===== src/rtl/assert_macros.svh =====
// assertion macros used by the controller of the root search block
// no dependencies; every macro takes the clock and the active-low reset
`ifndef ASSERT_MACROS_SVH
`define ASSERT_MACROS_SVH

// property must hold at every clock edge outside reset
`define BRS_ASSERT(lbl, clk, rst_n, prop, msg) \
	lbl: assert property (@(posedge clk) disable iff (!rst_n) prop) else $error(msg);

// expression must never be true outside reset
`define BRS_NEVER(lbl, clk, rst_n, expr, msg) \
	lbl: assert property (@(posedge clk) disable iff (!rst_n) !(expr)) else $error(msg);

`endif


===== src/rtl/brs_pkg.sv =====
// types, codes, saturation helpers and the estimate microprogram
// used by the controller, the datapath and the arithmetic units
package brs_pkg;

	localparam int FRAC_BITS_DEF = 40;
	localparam int VAL_W = 64;
	localparam int TOL_W = 41;
	localparam int CNT_W = 10;
	localparam int PC_W = 5;
	localparam int CFG_IDX_W = 8;

	localparam logic [TOL_W-1:0] TOL_RESET = 41'd110;
	localparam logic [CNT_W-1:0] MAXEV_RESET = 10'd100;
	localparam logic [CNT_W-1:0] CNT_MAX = 10'd1023;
	localparam logic [CNT_W-1:0] CNT_ENDS = 10'd2;

	localparam logic [CFG_IDX_W-1:0] REG_TOL = 8'd0;
	localparam logic [CFG_IDX_W-1:0] REG_MAXEV = 8'd1;

	localparam logic OP_START = 1'b0;
	localparam logic OP_REPLY = 1'b1;

	localparam logic signed [VAL_W-1:0] SMAX = {1'b0, {(VAL_W-1){1'b1}}};
	localparam logic signed [VAL_W-1:0] SMIN = {1'b1, {(VAL_W-1){1'b0}}};

	localparam logic [PC_W-1:0] PC_IQI = 5'd0;
	localparam logic [PC_W-1:0] PC_SEC_POS = 5'd20;
	localparam logic [PC_W-1:0] PC_SEC_NEG = 5'd25;

	typedef enum logic [1:0] {
		KIND_EVAL, KIND_ROOT, KIND_NOBRACKET, KIND_LIMIT
	} kind_t;

	typedef enum logic [2:0] {
		OSEL_A, OSEL_B, OSEL_C, OSEL_PEND, OSEL_ZERO
	} out_sel_t;

	typedef enum logic [1:0] {ALU_ADD, ALU_SUB, ALU_MUL, ALU_DIV} alu_op_t;

	typedef enum logic [3:0] {
		SEL_A, SEL_B, SEL_C, SEL_FA, SEL_FB, SEL_FC, SEL_T0, SEL_T1, SEL_ACC
	} sel_t;

	typedef enum logic [1:0] {DST_T0, DST_T1, DST_ACC, DST_PEND} dst_t;

	typedef enum logic [2:0] {
		S_WAIT, S_CHECK2, S_CHECK3, S_ISSUE, S_BUSY, S_EMIT
	} state_t;

	typedef enum logic [1:0] {PH_IDLE, PH_FA, PH_FB, PH_INNER} phase_t;

	typedef struct packed {
		alu_op_t op;
		sel_t    x;
		sel_t    y;
		dst_t    dst;
		logic    last;
	} uop_t;

	typedef struct packed {
		kind_t    kind;
		out_sel_t sel;
	} emit_t;

	typedef struct packed {
		logic     load_start;
		logic     load_fa;
		logic     load_fb;
		logic     load_fc;
		logic     swap;
		logic     issue;
		uop_t     uop;
		logic     out_load;
		out_sel_t out_sel;
	} cmd_t;

	typedef struct packed {
		logic fa_small;
		logic fb_small;
		logic same_sign;
		logic fc_big;
		logic width_big;
		logic iqi_ok;
		logic fc_pos;
		logic op_done;
	} stat_t;

	// signed value from magnitude and sign, saturated
	function automatic logic signed [VAL_W-1:0] sat_mag(input logic [VAL_W-1:0] m,
		input logic neg);
		logic signed [VAL_W-1:0] r;
		if (neg) r = m[VAL_W-1] ? SMIN : -$signed(m);
		else r = m[VAL_W-1] ? SMAX : $signed(m);
		return r;
	endfunction

	function automatic logic signed [VAL_W-1:0] sat_addsub(
		input logic signed [VAL_W-1:0] a, input logic signed [VAL_W-1:0] b,
		input logic sub);
		logic signed [VAL_W:0] s;
		logic signed [VAL_W-1:0] r;
		if (sub) s = {a[VAL_W-1], a} - {b[VAL_W-1], b};
		else s = {a[VAL_W-1], a} + {b[VAL_W-1], b};
		if (s[VAL_W] != s[VAL_W-1]) r = s[VAL_W] ? SMIN : SMAX;
		else r = s[VAL_W-1:0];
		return r;
	endfunction

	function automatic uop_t mk(input alu_op_t op, input sel_t x, input sel_t y,
		input dst_t dst, input logic last);
		uop_t u;
		u.op = op;
		u.x = x;
		u.y = y;
		u.dst = dst;
		u.last = last;
		return u;
	endfunction

	// interpolation at 0..19, secant from c at 20..24, secant from b at 25..29
	function automatic uop_t ucode(input logic [PC_W-1:0] pc);
		uop_t u;
		case (pc)
			5'd0:  u = mk(ALU_SUB, SEL_FA, SEL_FB, DST_T0, 1'b0);
			5'd1:  u = mk(ALU_DIV, SEL_FB, SEL_T0, DST_T0, 1'b0);
			5'd2:  u = mk(ALU_MUL, SEL_A, SEL_T0, DST_T0, 1'b0);
			5'd3:  u = mk(ALU_SUB, SEL_FA, SEL_FC, DST_T1, 1'b0);
			5'd4:  u = mk(ALU_DIV, SEL_FC, SEL_T1, DST_T1, 1'b0);
			5'd5:  u = mk(ALU_MUL, SEL_T0, SEL_T1, DST_ACC, 1'b0);
			5'd6:  u = mk(ALU_SUB, SEL_FB, SEL_FA, DST_T0, 1'b0);
			5'd7:  u = mk(ALU_DIV, SEL_FA, SEL_T0, DST_T0, 1'b0);
			5'd8:  u = mk(ALU_MUL, SEL_B, SEL_T0, DST_T0, 1'b0);
			5'd9:  u = mk(ALU_SUB, SEL_FB, SEL_FC, DST_T1, 1'b0);
			5'd10: u = mk(ALU_DIV, SEL_FC, SEL_T1, DST_T1, 1'b0);
			5'd11: u = mk(ALU_MUL, SEL_T0, SEL_T1, DST_T0, 1'b0);
			5'd12: u = mk(ALU_ADD, SEL_ACC, SEL_T0, DST_ACC, 1'b0);
			5'd13: u = mk(ALU_SUB, SEL_FC, SEL_FA, DST_T0, 1'b0);
			5'd14: u = mk(ALU_DIV, SEL_FA, SEL_T0, DST_T0, 1'b0);
			5'd15: u = mk(ALU_MUL, SEL_C, SEL_T0, DST_T0, 1'b0);
			5'd16: u = mk(ALU_SUB, SEL_FC, SEL_FB, DST_T1, 1'b0);
			5'd17: u = mk(ALU_DIV, SEL_FB, SEL_T1, DST_T1, 1'b0);
			5'd18: u = mk(ALU_MUL, SEL_T0, SEL_T1, DST_T0, 1'b0);
			5'd19: u = mk(ALU_ADD, SEL_ACC, SEL_T0, DST_PEND, 1'b1);
			5'd20: u = mk(ALU_SUB, SEL_FC, SEL_FA, DST_T0, 1'b0);
			5'd21: u = mk(ALU_DIV, SEL_FC, SEL_T0, DST_T0, 1'b0);
			5'd22: u = mk(ALU_SUB, SEL_C, SEL_A, DST_T1, 1'b0);
			5'd23: u = mk(ALU_MUL, SEL_T1, SEL_T0, DST_T0, 1'b0);
			5'd24: u = mk(ALU_SUB, SEL_C, SEL_T0, DST_PEND, 1'b1);
			5'd25: u = mk(ALU_SUB, SEL_FB, SEL_FC, DST_T0, 1'b0);
			5'd26: u = mk(ALU_DIV, SEL_FB, SEL_T0, DST_T0, 1'b0);
			5'd27: u = mk(ALU_SUB, SEL_B, SEL_C, DST_T1, 1'b0);
			5'd28: u = mk(ALU_MUL, SEL_T1, SEL_T0, DST_T0, 1'b0);
			5'd29: u = mk(ALU_SUB, SEL_B, SEL_T0, DST_PEND, 1'b1);
			default: u = mk(ALU_ADD, SEL_ACC, SEL_T0, DST_PEND, 1'b1);
		endcase
		return u;
	endfunction

endpackage


===== src/rtl/brs_ctrl.sv =====
// controller: search phase, evaluation count, microprogram sequencer, result valid
// depends on brs_pkg and assert_macros.svh
`include "assert_macros.svh"

module brs_ctrl import brs_pkg::*; (
	input  logic             clk,
	input  logic             arst_n,
	input  logic             s_tvalid,
	output logic             s_tready,
	input  logic             s_op,
	output logic             m_tvalid,
	input  logic             m_tready,
	output kind_t            kind,
	output logic [CNT_W-1:0] evaluations,
	input  logic [CNT_W-1:0] max_evals,
	input  stat_t            stat,
	output cmd_t             cmd
);

	state_t           state_q, state_d;
	phase_t           phase_q, phase_d;
	logic [CNT_W-1:0] cnt_q, cnt_d, evals_q;
	logic [PC_W-1:0]  pc_q, pc_d;
	emit_t            emit_q, emit_d;
	kind_t            kind_q;
	logic             mvalid_q, s_acc;
	uop_t             cur;

	assign cur = ucode(pc_q);
	assign s_acc = s_tvalid && s_tready;

	// next state
	always_comb begin
		state_d = state_q;
		phase_d = phase_q;
		cnt_d = cnt_q;
		pc_d = pc_q;
		emit_d = emit_q;
		case (state_q)
			S_WAIT: begin
				if (s_acc) begin
					if (s_op == OP_START) begin
						phase_d = PH_FA;
						cnt_d = '0;
						emit_d = '{kind: KIND_EVAL, sel: OSEL_A};
						state_d = S_EMIT;
					end else begin
						case (phase_q)
							PH_FA: begin
								phase_d = PH_FB;
								cnt_d = 10'd1;
								emit_d = '{kind: KIND_EVAL, sel: OSEL_B};
								state_d = S_EMIT;
							end
							PH_FB: begin
								cnt_d = CNT_ENDS;
								phase_d = PH_IDLE;
								state_d = S_CHECK2;
							end
							PH_INNER: begin
								if (cnt_q != CNT_MAX) cnt_d = cnt_q + 10'd1;
								state_d = S_CHECK3;
							end
							default: ; // reply with no search running is dropped
						endcase
					end
				end
			end
			S_CHECK2: begin
				state_d = S_EMIT;
				if (stat.fa_small) emit_d = '{kind: KIND_ROOT, sel: OSEL_A};
				else if (stat.fb_small) emit_d = '{kind: KIND_ROOT, sel: OSEL_B};
				else if (stat.same_sign) emit_d = '{kind: KIND_NOBRACKET, sel: OSEL_ZERO};
				else begin
					emit_d = '{kind: KIND_EVAL, sel: OSEL_PEND};
					phase_d = PH_INNER;
				end
			end
			S_CHECK3: begin
				if (!(stat.fc_big && stat.width_big)) begin
					emit_d = '{kind: KIND_ROOT, sel: OSEL_C};
					phase_d = PH_IDLE;
					state_d = S_EMIT;
				end else if (cnt_q >= max_evals) begin
					emit_d = '{kind: KIND_LIMIT, sel: OSEL_C};
					phase_d = PH_IDLE;
					state_d = S_EMIT;
				end else begin
					if (stat.iqi_ok) pc_d = PC_IQI;
					else if (stat.fc_pos) pc_d = PC_SEC_POS;
					else pc_d = PC_SEC_NEG;
					state_d = S_ISSUE;
				end
			end
			S_ISSUE: state_d = S_BUSY;
			S_BUSY: begin
				if (stat.op_done) begin
					if (cur.last) begin
						emit_d = '{kind: KIND_EVAL, sel: OSEL_PEND};
						state_d = S_EMIT;
					end else begin
						pc_d = pc_q + 5'd1;
						state_d = S_ISSUE;
					end
				end
			end
			S_EMIT: state_d = S_WAIT;
			default: state_d = S_WAIT;
		endcase
	end

	// outputs
	always_comb begin
		s_tready = (state_q == S_WAIT) && (!mvalid_q || m_tready);
		cmd.load_start = s_acc && (s_op == OP_START);
		cmd.load_fa = s_acc && (s_op == OP_REPLY) && (phase_q == PH_FA);
		cmd.load_fb = s_acc && (s_op == OP_REPLY) && (phase_q == PH_FB);
		cmd.load_fc = s_acc && (s_op == OP_REPLY) && (phase_q == PH_INNER);
		cmd.swap = cnt_q != CNT_ENDS;
		cmd.issue = state_q == S_ISSUE;
		cmd.uop = cur;
		cmd.out_load = state_q == S_EMIT;
		cmd.out_sel = emit_q.sel;
	end

	always_ff @(posedge clk or negedge arst_n) begin
		if (!arst_n) begin
			state_q <= S_WAIT;
			phase_q <= PH_IDLE;
			cnt_q <= '0;
			pc_q <= '0;
			emit_q <= '{kind: KIND_EVAL, sel: OSEL_ZERO};
			mvalid_q <= 1'b0;
		end else begin
			state_q <= state_d;
			phase_q <= phase_d;
			cnt_q <= cnt_d;
			pc_q <= pc_d;
			emit_q <= emit_d;
			if (state_q == S_EMIT) mvalid_q <= 1'b1;
			else if (m_tready) mvalid_q <= 1'b0;
		end
	end

	always_ff @(posedge clk) begin
		if (state_q == S_EMIT) begin
			kind_q <= emit_q.kind;
			evals_q <= cnt_q;
		end
	end

	assign m_tvalid = mvalid_q;
	assign kind = kind_q;
	assign evaluations = evals_q;

	`BRS_ASSERT(a_acc_room, clk, arst_n, s_acc |-> (!mvalid_q || m_tready), "item taken with result slot full")
	`BRS_NEVER(a_emit_full, clk, arst_n, (state_q == S_EMIT) && mvalid_q, "result written over a waiting one")
	`BRS_ASSERT(a_busy_phase, clk, arst_n, (state_q == S_BUSY) |-> (phase_q == PH_INNER), "estimate running outside a search")
	`BRS_ASSERT(a_emit_next, clk, arst_n, (state_q == S_EMIT) |=> (mvalid_q && state_q == S_WAIT), "result not presented after emit")

endmodule


===== config.mk =====
export PLATFORM = sky130hd
export DESIGN_NAME = brs_ctrl
export DESIGN_NICKNAME = d
export VERILOG_FILES = /design/src/rtl/brs_pkg.sv /design/src/rtl/brs_ctrl.sv
export VERILOG_INCLUDE_DIRS = /design/src /design/src/rtl
export SDC_FILE = /design/constraint.sdc
export NUM_CORES = 1
export LEC_CHECK = 0
export ABC_CLOCK_PERIOD_IN_PS = 2850
export BUFFER_PORTS_ARGS = -buffer_cell sky130_fd_sc_hd__buf_2
export CAP_MARGIN = 30
export CORE_MARGIN = 5
export CORE_UTILIZATION = 55
export CTS_CLUSTER_DIAMETER = 100
export DETAILED_ROUTE_END_ITERATION = 12
export PLACE_DENSITY = 0.76
export SLEW_MARGIN = 10
export SYNTH_ARGS = -nofsm -noshare
export SYNTH_HDL_FRONTEND = slang
export SYNTH_SLANG_ARGS = --single-unit

===== constraint.sdc =====
create_clock -name clk -period 2.85 [get_ports clk]
set_input_delay 0.855 -clock clk [delete_from_list [all_inputs] [get_ports clk]]
set_output_delay 0.855 -clock clk [all_outputs]
set_load 0.01 [all_outputs]

Word-level counts from Yosys, hierarchy flattened
Memories as Yosys holds them, arrays and structs flattened.
Cells that the tools add are included.
{ "totals": {"register_bits": 38, "latchBits": 0, "mem_bits_rw": 0, "mem_bits_ro": 384, "output_inout_bits": 37, "word_cells": 99, "memories": 1} }
{ "memory_table": {"columns": ["memory", "depth", "width", "read_ports", "rd_clocked_by_memory_dff", "write_ports", "line", "source"], "rows": [
  ["(name not given)", 32, 12, 1, 0, 0, "brs_pkg.sv:123", "case (pc)"]
]} }
{ "classes": {"n_addsub": 2, "mul": 0, "n_div": 0, "magnitude_cmp": 1, "n_eq_ne": 25, "shift": 0, "muxes": 40, "n_bitwise": 1, "reduce_logical": 20} }
{ "ops": {"columns": ["operator", "count"], "rows": [
  ["5-bit 2-to-1 mux", 15],
  ["10-bit one-hot mux with 3 select lines", 1],
  ["10-bit 2-to-1 mux", 2],
  ["5-bit one-hot mux with 4 select lines", 1],
  ["3-bit 2-to-1 mux", 6],
  ["2-bit inequality test (second input constant)", 9],
  ["3-bit one-hot mux with 5 select lines", 1],
  ["2-bit 2-to-1 mux", 7],
  ["10-bit by 1-bit adder with 10-bit output (second input constant)", 1],
  ["10-bit greater-or-equal comparator", 1],
  ["10-bit inequality test (second input constant)", 1],
  ["10-bit by 2-bit inequality test with 1-bit output (second input constant)", 1],
  ["5-bit one-hot mux with 2 select lines", 1],
  ["3-bit one-hot mux with 3 select lines", 1],
  ["1-bit logical AND", 8],
  ["7-bit AND reduction", 1],
  ["3-bit by 2-bit equality test with 1-bit output (second input constant)", 2],
  ["3-bit equality test (second input constant)", 2],
  ["3-bit inequality test (second input constant)", 2],
  ["2-bit one-hot mux with 3 select lines", 1],
  ["6-bit AND reduction", 1],
  ["5-bit by 1-bit adder with 5-bit output (second input constant)", 1],
  ["5-bit by 2-bit inequality test with 1-bit output (second input constant)", 1],
  ["5-bit AND reduction", 1],
  ["18 further kinds", 21]
]} }

Longest topological paths before layout
Gate-level depths: netlist of the first run.
{ "logic_depth": {"word_depth": 6, "ltp_mapped": 10, "mapped_depth_nobuf": 8} }

Worst setup path after synthesis of the first run
Ideal clock, no wire load.
{ "synth_path": {"path_kind": "flip-flop to output port", "from": "register pc_q[0]", "to": "output port cmd[12] (netlist bit)", "arrival_ns": 1.816, "required_time_ns": 1.995, "path_slack_ns": 0.179, "stages_incl_launch_ff": 8, "n_path_buf": 1, "path_cell_list": "dfrtp_1 clkbuf_1 inv_1 ha_1 nor2_1 a211oi_1 a311o_1 nand2_1"} }
{ "synth_rtl": {"columns": ["element", "line", "source"], "rows": [
  ["start, declared", "brs_ctrl.sv:23", "logic [PC_W-1:0] pc_q, pc_d;"],
  ["start signal, assigned", "brs_ctrl.sv:138", "pc_q <= pc_d;"],
  ["end, declared", "brs_ctrl.sv:17", "output cmd_t cmd"]
]} }

==> results of run 1 <==
-- per-stage QoR --
stage / cell area [um2] / cells / hold WS, ns
3_3_place_gp: 3490 / 475 / 0.498
3_5_place_dp: 3490 / 475 / 0.490
6_report: 3660 / 484 / 0.512
4_1_cts: 3630 / 483 / 0.520
2_1_floorplan: 3120 / 351 / 0.418
5_1_grt: 3660 / 484 / 0.518
-- state kept, by name, indices dropped and copies added (netlist names) --
name / count
cmd: 3
cnt_q: 10
emit_q: 2
evaluations: 10
kind: 2
m_tvalid: 1
pc_q: 5
phase_q: 2
state_q: 3
-- layout by cell type (no fill, tap or decap), types with 5 or more instances in the layout --
cell and instances:
clkbuf_8 5, o21ai_0 32, and2_1 5, a21oi_1 19
dfrtp_1 22, buf_2 58, a211oi_1 5, edfxtp_1 12
nand3_1 6, nand2b_1 7, nor2_1 31, buf_4 17
nand2_1 29, and3_1 7, o21ai_2 5, a31oi_1 6
mux2i_1 8, ha_1 22, o211ai_1 6, nor3_1 5
inv_1 20
-- routing by layer --
layer	vias to the layer above	GRT usage [%]	share of wire, %
met5	-	0	0
met4	0	6.76	1.6
met1	1301	30.7	48
li1	1394	-	-
met2	107	32.0	44
met3	13	3.79	6.4
-- final cells by class --
class / count / area share (%)
inverters: 22 / 2.26
multi-input cells: 269 / 52.4
well taps: 72 / 2.46
repair buffers: 75 / 11.4
clock buffers: 5 / 1.88
clock inverters: 3 / 1.88
flip-flops and latches: 38 / 27.8
-- logic make-up after synthesis --
kind of cell | count (synthesis)
fa+ha+maj | 24
xor+xnor | 3
buf+inv | 44
flops | 38
simple gates | 116
other cells | 1
compound gates | 112
mux | 13
-- power by group --
| group | internal [W] | switching, W | leakage, nW |
|---|---|---|---|
| Clock | 0.000351 | 0.000209 | 0.0683 |
| Combinational | 0.00106 | 0.00136 | 1.17 |
| Sequential | 0.000757 | 0.000209 | 0.446 |
| Total | 0.00216 | 0.00178 | 1.68 |
-- worst paths after layout --
path / endpoint / slack [ns] / cells past startpoint
max: cmd[12] / 0.12 / 7
min in group asynchronous: state_q[0] / 0.56 / 1
min: cmd[2] / 0.51 / 2
max in group asynchronous: pc_q[3] / 1.83 / 1
max reg2reg: cnt_q[6] / 0.41 / 7
min reg2reg: cmd[2] / 0.51 / 2
-- timing repair --
action	in CTS	in global routing
buffers inserted	0	1
pin swaps	0	0
resized for setup	2	5
hold buffers	0	0
setup endpoints to repair	3	10
-- worst max-delay path, delay by kind of cell, from the launching register on --
family / cells / cell delay, ns
AOI/OAI and AO/OA: 2 / 0.42
buffers and inverters: 2 / 0.25
and+or+nand+nor: 2 / 0.26
DFF: 1 / 0.40
adders and majority gates: 1 / 0.24
==> impl_metrics.ini, run 1 <==
[timing]
layout_worst_path_cycle_share_pct = 95.9
tns_ns = 0
fin_ws_ns = 0.116
period_needed_ns = 2.73
rsz0062_at_grt = false
setup_viol = 0
final-hold-violation-count = 0
relSlewSlack_pct = 58.3
report.final.slew_viol_count = 0
fin_skew_ns = 0.00940
worst_pin_slew_ns = 0.626
fmax_mhz = 366

[clocking]
clkSlewWorstSetupHoldPaths_ns = 0.08
cts_tree = yes
cts.sinks = 38
cts_buffers = 5
htree_levels = 2
insertion_delay_ns = 0.30
clk_path_buf_depth = 2
root_buffer = clkbuf_8

[synthesis]
synth_xor_area_share_pct = 0.843
yosys.area.top_type = dfrtp_1
avgSynthCellArea_um2 = 8.88
synthSimpleGateAreaFrac_pct = 20.5
ys_warn_count = 0
postSynth.asyncResetShare_pct = 68.4
synth_area_leaders = dfrtp_1 20%, edfxtp_1 12%, ha_1 9.6%
yosysMostFrequentCell = o21ai_0
ys_seq_area_share_pct = 32.5
synth_top_family_by_area = compound AO/OA/AOI/OAI gates
synth.area.mux_share_pct = 4.86
ys_seq_elements = 38
synth_nets = 398
synth-edff-count = 12
yosysTopAreaCellShare_pct = 20.1
syn_area_um2 = 3120
yosysUniqueCellTypes = 74
synth_cells = 351
synth_commonest_cells = 32 x o21ai_0, 31 x nor2_1, 29 x nand2_1
synth-compound-area-share_pct = 24.9
ys_dominant_reg_cell = dfrtp_1
synthAdderAreaFrac_pct = 9.63

[drt]
via_count = 2815
ant_nets = 0
drt-pass1-iter-count = 4
drc = 0
viasPerCell = 5.82
postRouteWirelength_um = 7530
drt-initial-drc-count = 286
wl_per_cell_um = 15.6

[floorplanning]
die-area_um2 = 7270
core.rowCount = 27
die_x_um = 85.3
ios = 60
core_area_um2 = 5510
initial_core_util_pct = 56.6
chipHeight_um = 85.3

[critical_path]
arrival_ns = 1.88
critPathKind = reg2out
worstSetupStartpoint = pc_q[0]
endpoint_kind = output pin
cpPeakStageDelay_ns = 0.40
critPathSlowestCell = dfrtp_1
reg2reg_from = cnt_q[0]
critPathMaxFanout = 6
crit_path_start_kind = flop
worstPathCellList = inv_2 -> ha_4 -> nor2_1 -> a211oi_1 -> a311o_1 -> nand2_1 -> buf_2
required_ns = 2.00

[global_route]
grt_pass1_vias = 2559
grt_usage_pct = 21.2
antenna_found_initial = 0
grt_pass1_wl_um = 12600
grt_start_max_net_pins = 27
gr-total-overflow = 0

[power_and_ir_drop]
vdd_drop_max_mv = 0.701
cellPowerDensity_nw_per_um2 = 1080
p_total_w = 0.00394
p_leak_nw = 1.68

[min_path]
hp-class = reg2reg
worstHoldStart = cmd[2]

[layout]
drive_gt1_share_pct = 29.1
seq_area_um2 = 1020
diodes = 0
post-route-util_pct = 66.5
fillers = 451
final_nets = 458
multi_input_area_um2 = 1920
syn2layout_area_growth_pct = 17.5

[status]
outcome = finished clean

[placed_design]
dp_hpwl_um = 5630
io_buffers = 58
globalplace.congestion = 0.880
place_ws_ns = 0.156

[job]
cap_violations = 0
(Power assumes the default switching activity.)
==> inputs of run 2 (changes only) <==
REMOVE_ABC_BUFFERS = 1   (was not set)
==> impl_metrics.ini, run 2 (same netlist as run 1, synthesis figures left out) <==
[status]
outcome = finished clean

[critical_path]
crit_path_start_kind = flop
reg2reg_slack_ns = 0.31
critPathKind = reg2out
rr_endpoint = cnt_q[2]
cp-endpoint = cmd[16]
critPathMaxFanout = 5
reg2reg_from = cnt_q[0]
worst-r2r-cell-count = 7
arrival_ns = 1.89
worstSetupStartpoint = pc_q[0]
required_ns = 2.00
endpoint_kind = output pin

[drt]
viasPerCell = 5.84
via_count = 2831
ant_nets = 0
drc = 0
wl_per_cell_um = 16.0
drt-pass1-iter-count = 4
postRouteWirelength_um = 7780
drt-initial-drc-count = 208

[layout]
diodes = 0
layout_common_cells = 58 x buf_2, 32 x o21ai_0, 30 x nor2_1
fin_area_um2 = 3610
final_nets = 459
drive_gt1_share_pct = 28.8
final_common_cell = buf_2
fillers = 457
syn2layout_area_growth_pct = 15.8
final_cells = 485

[global_route]
grt_usage_pct = 21.5
grt_pass1_wl_um = 12900
gr-total-overflow = 0
antenna_found_initial = 0
grt_start_max_net_pins = 28
grt_pass1_vias = 2680

[clocking]
clk_path_buf_depth = 2
cts_buffers = 5
clkSlewWorstSetupHoldPaths_ns = 0.07
htree_levels = 2
root_buffer = clkbuf_8
cts_tree = yes
cts.sinks = 38
insertion_delay_ns = 0.28

[placed_design]
dp_hpwl_um = 5860
place_area_um2 = 3500
place_ws_ns = 0.121
placedCellCount = 476
globalplace.congestion = 0.884
io_buffers = 58

[timing]
whs_ns = 0.471
period_needed_ns = 2.75
final-hold-violation-count = 0
fin_ws_ns = 0.100
worst_pin_slew_ns = 0.638
layout_worst_path_cycle_share_pct = 96.5
relSlewSlack_pct = 57.4
setup_viol = 0
fmax_mhz = 364
rsz0062_at_grt = false
fin_skew_ns = 0.00458
report.final.slew_viol_count = 0
tns_ns = 0

[floorplanning]
initial_core_util_pct = 56.6
die_x_um = 85.3
die-area_um2 = 7270
core_area_um2 = 5510
ios = 60
core.rowCount = 27
chipHeight_um = 85.3

[min_path]
hp-class = reg2reg
worstHoldStart = emit_q[3]

[power_and_ir_drop]
vdd_drop_max_mv = 0.719
cellPowerDensity_nw_per_um2 = 1030
p_leak_nw = 1.66

[job]
cap_violations = 0
run 2: area by class of cell:
cell class              instances  area (um2)  share of cell area, %
well taps                      72        90.1                   2.50
clock inverters                 3        16.3                  0.451
inverters                      22        86.3                   2.39
clock buffers                   5        68.8                   1.91
multi-input cells             269        1910                   52.9
flip-flops and latches         38        1010                   28.1
repair buffers                 76         425                   11.8
run 2: how the worst min path moves through the flow:
| stage | endpoint | slack, ns | cells past startpoint |
|---|---|---|---|
| finish | kind[0] | 0.47 | 0 |
| global route | kind[1] | 0.49 | 0 |
| CTS | kind[0] | 0.48 | 0 |
| detailed placement | kind[0] | 0.46 | 0 |
| global placement | kind[0] | 0.45 | 0 |
| floorplan | kind[0] | 0.42 | 0 |
run 2: critical path: stages, from the launching register on:
cell     delay, ns
dfrtp_1       0.38
inv_1         0.07
buf_4         0.16
ha_1          0.23
mux4_2        0.47
nand2_1       0.08
o21ai_0       0.08
buf_2         0.14
run 2: what timing repair did:
action,4_1_cts,5_1_grt
hold buffers,0,0
gates resized for setup,3,3
setup endpoints to repair,2,9
buffers inserted,0,1
run 2: where the power goes:
part           total [W]  leakage, nW  switching [W]  internal (W)
registers       0.000970        0.449       0.000215      0.000755
clock network   0.000354       0.0416       0.000187      0.000167
logic            0.00240         1.17        0.00136       0.00105
total            0.00373         1.66        0.00176       0.00197
run 2: per-stage QoR:
step	utilization [%]	total power, W
after global routing	65.6	0.00403
after global placement	63.5	0.00325
after detailed placement	63.5	0.00331
final	65.6	0.00373
after floorplan	-	0.00251
after CTS	65.2	0.00370
run 2: layer usage:
| metal | track usage (%) | wire length (um) | vias up | share of wire (%) |
|---|---|---|---|---|
| met3 | 3.20 | 444 | 10 | 5.7 |
| li1 | - | - | 1391 | - |
| met1 | 29.0 | 3550 | 1331 | 46 |
| met2 | 36.0 | 3720 | 99 | 48 |
| met4 | 5.90 | 72 | 0 | 0.93 |
| met5 | 0 | 0 | - | 0 |
==> inputs of run 3 (changes only) <==
ABC_AREA = 1   (was not set)
PLACE_DENSITY = 0.77   (was 0.76)
==> impl_metrics.ini, run 3 <==
[timing]
setup_viol = 0
fmax_mhz = 364
fin_skew_ns = 0.00860
report.final.slew_viol_count = 0
relSlewSlack_pct = 60.7
layout_worst_path_cycle_share_pct = 96.3
tns_ns = 0
worst_pin_slew_ns = 0.589
final-hold-violation-count = 0
rsz0062_at_grt = false
period_needed_ns = 2.74

[power_and_ir_drop]
switching_share_pct = 49.9
pwr-share-clk_pct = 10.8
p_leak_nw = 1.79
vdd_drop_max_mv = 0.793
combPwrFrac_pct = 60.1
p_sw_w = 0.00166
cellPowerDensity_nw_per_um2 = 956
seq_power_share_pct = 29.1
intPower_w = 0.00166

[critical_path]
reg2reg_slack_ns = 0.83
critPathKind = reg2out
worst-r2r-cell-count = 8
worstPathCellList = inv_1 -> ha_2 -> o21ai_1 -> inv_1 -> nand2_1 -> o211ai_1 -> o21ai_0 -> buf_2
arrival_ns = 1.89
endpoint_kind = output pin
rr_endpoint = cnt_q[2]
reg2reg_from = phase_q[1]
crit_path_frequent_cell = inv_1
critPathSlowestCell = dfrtp_2
critPathMaxFanout = 6
required_ns = 2.00
cpPeakStageDelay_ns = 0.44
crit_path_start_kind = flop

[clocking]
cts.sinks = 38
cts-resized-gates = 0
cts_setup_buffers = 0
htree_levels = 2
cts_hold_buf = 0
clkSlewWorstSetupHoldPaths_ns = 0.07
cts_buffers = 5
clk_path_buf_depth = 2
root_buffer = clkbuf_8
cts_tree = yes
insertion_delay_ns = 0.29

[global_route]
grt_pass1_vias = 2801
grt_pass1_wl_um = 12500
grt_start_max_net_pins = 27
antenna_found_initial = 0
gr-total-overflow = 0
grt_usage_pct = 21.2

[layout]
diodes = 0
syn2layout_area_growth_pct = 14.5
final_nets = 511
drive_gt1_share_pct = 23.9
layout_common_cells = 100 x nand2_1, 58 x buf_2, 52 x inv_1
final_cells = 537
final_common_cell = nand2_1

[floorplanning]
initial_core_util_pct = 55.8
die_x_um = 84.3
die-area_um2 = 7100
core_area_um2 = 5440
chipHeight_um = 84.3
ios = 60
core.rowCount = 27

[synthesis]
postSynth.asyncResetShare_pct = 68.4
yosys.area.top_type = dfrtp_1
synth_cells = 409
avgSynthCellArea_um2 = 7.42
synth_commonest_cells = 101 x nand2_1, 53 x inv_1, 30 x nor2_1
syn_area_um2 = 3030
synth_area_leaders = dfrtp_1 21%, nand2_1 12%, edfxtp_1 12%
synth-edff-count = 12
ys_seq_elements = 38
ys_warn_count = 0
ys_dominant_reg_cell = dfrtp_1
yosysUniqueCellTypes = 43
ys_seq_area_share_pct = 33.4
yosysMostFrequentCell = nand2_1
yosysTopAreaCellShare_pct = 20.6

[job]
cap_violations = 0

[placed_design]
io_buffers = 58
globalplace.congestion = 0.880
placedCellCount = 529
dp_hpwl_um = 5710

[drt]
drc = 0
via_count = 2952
drt-initial-drc-count = 140
postRouteWirelength_um = 7380
viasPerCell = 5.50
wl_per_cell_um = 13.7
ant_nets = 0
drt-pass1-iter-count = 5

[min_path]
worstHoldStart = emit_q[3]
holdPathEnd = kind[0]
min_path_cells = 0
hp-class = reg2reg

[status]
outcome = finished clean
run 3: changes by cell type in the layout (fill, tap and decap cells not counted), moves of 7 or more:
cell      delta
buf_4       -13
mux2i_1      -8
inv_1       +31
nand3_1     +17
o21ai_0     -10
nand2b_1     -7
nand2_1     +71
a21oi_1      -8
nand4_1     +13
run 3: critical path: cells and delay by family, from the launching register on:
kind / cells / cell delay [ns]
AOI/OAI and AO/OA: 3 / 0.38
adders and majority gates: 1 / 0.33
buffers and inverters: 3 / 0.38
DFF: 1 / 0.44
and+or+nand+nor: 1 / 0.07
run 3: power by group through the flow:
stage | Sequential [W] | Clock [W] | Combinational [W]
6_report | 0.000966 | 0.000359 | 0.00199
5_1_grt | 0.000988 | 0.000403 | 0.00223
4_1_cts | 0.000954 | 0.000370 | 0.00197
3_3_place_gp | 0.000959 | 0 | 0.00193
3_5_place_dp | 0.000965 | 0 | 0.00196
2_1_floorplan | 0.000993 | 0 | 0.00129
run 3: logic make-up after synthesis:
logic type      after synthesis  synth area share (%)
flops                        38                  33.4
xor+xnor                      7                  2.02
other cells                   1                 0.124
buf+inv                      75                  10.6
simple gates                200                  30.7
fa+ha+maj                    24                  9.90
compound gates               64                  13.3
run 3: layout make-up:
type	instances	area (um2)
Clock inverter	3	16.3
Clock buffer	5	68.8
Fill cell	502	1970
Inverter	59	226
Sequential cell	38	1010
Multi-Input combinational cell	296	1720
Tap cell	72	90.1
Timing Repair Buffer	64	339
run 3: through the flow:
step | setup slack [ns] | total power (W) | hold slack (ns) | utilization, % | cell area [um2]
floorplan | 0.347 | 0.00228 | 0.425 | - | 2940
global placement | 0.397 | 0.00289 | 0.440 | 62.0 | 3370
CTS | 0.0108 | 0.00330 | 0.464 | 63.5 | 3460
detailed placement | 0.323 | 0.00292 | 0.444 | 62.0 | 3370
global route | 0.000329 | 0.00363 | 0.479 | 63.9 | 3470
finish | 0.105 | 0.00332 | 0.460 | 63.9 | 3470
run 3: worst max-delay path by stage:
stage            start       to  slack (ns)
2_1_floorplan  pc_q[2]   cmd[6]        0.35
3_3_place_gp   pc_q[1]  cmd[12]        0.40
3_5_place_dp   pc_q[0]   cmd[6]        0.32
4_1_cts        pc_q[1]  cmd[12]        0.01
5_1_grt        pc_q[0]   cmd[7]      0.0003
6_report       pc_q[0]  cmd[12]        0.11
run 3: per-layer routing:
layer	GRT usage, %	up-vias	wire (um)
met1	28.2	1374	3310
met3	4.71	9	461
li1	-	1467	-
met2	34.1	102	3520
met5	0	-	0
met4	7.16	0	93
